<file path="config.mk">
export PLATFORM = sky130hd
export DESIGN_NAME = dlb_blend_lane
export DESIGN_NICKNAME = d
export VERILOG_FILES = /design/src/rtl/dlb_pkg.sv /design/src/rtl/dlb_blend_lane.sv
export SDC_FILE = /design/constraint.sdc
export NUM_CORES = 2
export LEC_CHECK = 0
export ABC_AREA = 1
export BUFFER_PORTS_ARGS = -buffer_cell sky130_fd_sc_hd__buf_2
export CORE_ASPECT_RATIO = 1.1
export CORE_MARGIN = 2
export CORE_UTILIZATION = 25
export CTS_CLUSTER_SIZE = 30
export DETAILED_ROUTE_END_ITERATION = 6
export GPL_TIMING_DRIVEN = 0
export PLACE_DENSITY_LB_ADDON = 0.2
export SLEW_MARGIN = 20
export SYNTH_ARGS = -nofsm -noshare
export SYNTH_HDL_FRONTEND = slang
export SYNTH_SLANG_ARGS = --single-unit
</file>
<file path="constraint.sdc">
create_clock -name clk -period 8.6 [get_ports clk]
set_input_delay 1.72 -clock clk [delete_from_list [all_inputs] [get_ports clk]]
set_output_delay 1.72 -clock clk [all_outputs]
set_load 0.1 [all_outputs]
</file>
<file path="src/rtl/dlb_pkg.sv">
// Shared types, constants and unorm16 arithmetic for the difference layer blend.
package dlb_pkg;

  localparam int unsigned CfgIdxW = 4;
  localparam int unsigned NStg    = 18;
  localparam int unsigned NDiv    = 8;
  localparam int unsigned DivBits = 2;

  localparam logic [CfgIdxW-1:0] CfgOpacity = CfgIdxW'(0);
  localparam logic [CfgIdxW-1:0] CfgMaskEn  = CfgIdxW'(1);

  localparam logic [15:0] UnormOne  = 16'hFFFF;
  localparam logic [32:0] UnormHalf = 33'd32767;

  typedef logic [2:0][15:0] rgb_t;

  // Pixel as taken from the input channel
  typedef struct packed {
    rgb_t        base;
    rgb_t        lay;
    logic [15:0] in_a;
    logic [15:0] mask;
    logic        last;
  } pix_t;

  // Pixel as carried down the pipeline once the colour differences are known
  typedef struct packed {
    rgb_t        base;
    rgb_t        diff;
    logic [15:0] in_a;
    logic [15:0] mask;
    logic        last;
    logic        byp;
  } pass_t;

  typedef struct packed {
    logic en_mul;
    logic en_sum;
    logic en_out;
  } lane_ctl_t;

  // floor(x / 65535) for x below 65536 * 65535: estimate, then one correction
  function automatic logic [15:0] unorm_div(input logic [32:0] x);
    logic [33:0] t;
    logic [17:0] e;
    logic [33:0] rem;
    t   = {1'b0, x} + {17'b0, x[32:16]};
    e   = t[33:16];
    rem = {1'b0, x} - ({e, 16'b0} - {16'b0, e});
    if (rem >= 34'd65535) begin
      e = e + 18'd1;
    end
    return e[15:0];
  endfunction

  // Nearest integer to p / 65535
  function automatic logic [15:0] unorm_round(input logic [31:0] p);
    return unorm_div({1'b0, p} + UnormHalf);
  endfunction

endpackage

</file>
<file path="src/rtl/dlb_blend_lane.sv">
// One colour lane: weighted sum of difference and base, rounded to unorm16.
module dlb_blend_lane
  import dlb_pkg::*;
(
  input  logic        clk,
  input  lane_ctl_t   ctl,
  input  logic [15:0] base,
  input  logic [15:0] diff,
  input  logic [15:0] ratio,
  input  logic        byp,
  output logic [15:0] result
);

  logic [31:0] prod_a_r;
  logic [31:0] prod_b_r;
  logic [15:0] base_a_r;
  logic        byp_a_r;
  logic [32:0] sum_r;
  logic [15:0] base_b_r;
  logic        byp_b_r;
  logic [15:0] result_r;

  always_ff @(posedge clk) begin
    if (ctl.en_mul) begin
      prod_a_r <= 32'(diff) * 32'(ratio);
      prod_b_r <= 32'(base) * 32'(UnormOne - ratio);
      base_a_r <= base;
      byp_a_r  <= byp;
    end
    if (ctl.en_sum) begin
      sum_r    <= {1'b0, prod_a_r} + {1'b0, prod_b_r} + UnormHalf;
      base_b_r <= base_a_r;
      byp_b_r  <= byp_a_r;
    end
    if (ctl.en_out) begin
      // zero effective alpha: pass the base colour through
      result_r <= byp_b_r ? base_b_r : unorm_div(sum_r);
    end
  end

  assign result = result_r;

endmodule
</file>
==> impl_metrics.json <==
{
  "outcome": "finished clean",
  "grt_pass1_vias": 23700,
  "setup-violations-final": 0,
  "viasPerCell": 4.29,
  "cp_max_fo": 10,
  "synth_top_family_by_area": "adder cells",
  "syn_inst": 3609,
  "slew_viol_final": 0,
  "worstSkewPairLatency_ns": 0.46,
  "synth_fp_nets": 4414,
  "initial_core_util_pct": 25.2,
  "syn_to_final_growth_pct": 9.48,
  "critPathMaxStageDelay_ns": 0.80,
  "cp.required_ns": 8.80,
  "yosys_most_used_dff": "edfxtp_1",
  "synth-seq-cells": 147,
  "synth.largest_area_cell": "fa_1",
  "hold_start": "base_a_r[9]",
  "path_buf_inv": 6,
  "wirelength_microns": 86800,
  "drv_cap": 0,
  "synth.top_cell.area_share_pct": 27.6,
  "crit_family": "adder cells",
  "rsz0062_at_grt": "false",
  "synth_most_common_cell": "inv_1",
  "synth-simple-area-share_pct": 18.6,
  "synth-compound-area-share_pct": 5.28,
  "cp-endpoint": "prod_b_r[28]",
  "ys_types": 47,
  "ant_nets": 0,
  "fp.dieW_microns": 325,
  "grt_overflow": 0,
  "wl_met2_microns": 44200,
  "fillers": 12400,
  "dp_hpwl_microns": 75200,
  "crit_top_cell": "fa_1",
  "grt_max_degree": 51,
  "nets": 4474,
  "drt_iter0_markers": 1037,
  "end_kind": "flop",
  "fin_crit_ns": 8.30,
  "avgRoutedWirePerCell_microns": 16.7,
  "route.vias.total": 22300,
  "worstReg2RegEnd": "result[1]",
  "die_h_microns": 357,
  "cts_tree": "done",
  "drive_gt1_share_pct": 2.82,
  "hold_path.class": "flop to flop",
  "synth-adder-area-share_pct": 43.6,
  "max_freq_mhz": 121,
  "crit_path_start": "ratio[6]",
  "regToRegSetupSlack_ns": 2.77,
  "clock-root-buffer": "clkbuf_16",
  "grt_pass1_wl_microns": 136000,
  "arrival_ns": 8.49,
  "wl_met3_microns": 2180,
  "cp_slowest_cell": "clkbuf_1",
  "rows": 129,
  "io_pins": 69,
  "cts_hold_buf": 0,
  "clk_path_buf_depth": 2,
  "highest_layer": "met5",
  "clock-sinks": 147,
  "yosysSeqAreaShare_pct": 15.6,
  "crit_cells": 23,
  "cts_setup_buffers": 0,
  "ys_warn_count": 0,
  "hold_violations": 0,
  "finalCritPeriodShare_pct": 96.5,
  "cp-start-kind": "primary input",
  "core_area_sq_um": 112000,
  "gp_congestion": 0.838,
  "synth-edff-count": 147,
  "crit_type": "primary input to flop",
  "clk_pin_slew_ns": 0.06,
  "syn_area_sq_um": 28300,
  "die_area_sq_um": 116000,
  "drc_errors": 0,
  "grt_use_total_pct": 15.4,
  "slew_headroom_pct": 25.4,
  "rr_worst_depth": 30,
  "clock_skew_ns": 0.0162,
  "cts_inserted_buffers": 17,
  "syn_area_per_cell_sq_um": 7.85,
  "synth-xor-area-share_pct": 3.34,
  "synth.area.top_cells": "fa_1, ha_1, edfxtp_1",
  "crit_chain": "clkbuf_1 > inv_1 > clkbuf_1 > nand2_1 > fa_1 > inv_1 > fa_1 > fa_1 > fa_1 > inv_1 > fa_1 > inv_1 > fa_1 > ha_1 > a21oi_1 > o21a_1 > nand2_1 > a31o_2 > a21oi_1 > o21bai_1 > a21oi_1 > o21ai_0 > xor2_1",
  "r2r-start": "sum_r[23]",
  "met1_length_microns": 38000,
  "cts_max_level": 4,
  "post_cts_resized": 0,
  "antenna_found_initial": 2,
  "port_buffers": 40,
  "async_flop_share_pct": 0,
  "holdWs_ns": 0.418,
  "max_slew.worst_pin.slew_ns": 1.12,
  "first_pass_iters": 5,
  "synthMuxAreaShare_pct": 0,
  "netlist_top_cells_count": "inv_1, nand2_1, fa_1"
}
## registers in the layout, summed over array words and instances (netlist names)
| name | cells |
|---|---|
| sum_r | 33 |
| prod_a_r | 32 |
| prod_b_r | 32 |
| base_a_r | 16 |
| base_b_r | 16 |
| result | 16 |
| byp_a_r | 1 |
| byp_b_r | 1 |
## layout by cell type (no fill, tap or decap), types with 53 or more instances in the layout
cell      instances
inv_1           916
nand2_1         881
fa_1            391
ha_1            361
nor2_1          243
edfxtp_1        147
a21oi_1         146
nand3_1          99
clkbuf_1         95
xor2_1           64
o21ai_0          53
## cells by family (layout without fill, tap and decap cells)
family,after synthesis,after routing
compound gates,269,269
xor+xnor,108,108
fa+ha+maj,752,752
buf+inv,1024,1097
flops,147,147
other cells,0,2
simple gates,1309,1309
## through the flow
stage	TNS, ns	util (%)	instances	setup WS [ns]	cell area, sq um
CTS	0	27.6	5188	0.325	31000
detailed placement	-0.184	27.1	5156	-0.161	30400
finish	0	27.6	5190	0.304	31000
global placement	-1.59	27.0	5155	-0.358	30400
global route	0	27.6	5189	0.0558	31000
floorplan	0	-	3609	1.26	28300
## worst reg2reg max path: cells and delay by family, from the launching register on
family          cells  cell delay, ns
simple gates       19            2.78
fa+ha+maj           4            1.34
flops               1            0.56
buf+inv             5            0.55
compound gates      2            0.34
## layer usage
| layer | GRT usage (%) | up-vias |
|---|---|---|
| met3 | 1.09 | 83 |
| met5 | 0 | - |
| li1 | - | 11000 |
| met1 | 19.0 | 10900 |
| met4 | 4.84 | 2 |
| met2 | 28.5 | 312 |
## how the worst min path moves through the flow
stage | end | cells past startpoint
3_3_place_gp | byp_b_r | 0
2_1_floorplan | base_b_r[0] | 0
5_1_grt | base_b_r[0] | 0
3_5_place_dp | base_b_r[2] | 0
4_1_cts | base_b_r[9] | 0
6_report | base_b_r[9] | 0
## cell type report
class | instances | area (sq um) | share of cell area, %
repair buffers | 41 | 233 | 0.750
diodes | 2 | 5.00 | 0.0161
plain buffers | 103 | 415 | 1.34
multi-input cells | 2438 | 20000 | 64.6
well taps | 1506 | 1880 | 6.08
clock buffers | 20 | 437 | 1.41
clock inverters | 12 | 123 | 0.395
inverters | 921 | 3460 | 11.1
flip-flops and latches | 147 | 4410 | 14.2
Power is not shown: default switching activity piles up to over one toggle a cycle in this logic, so the estimate is an artifact.
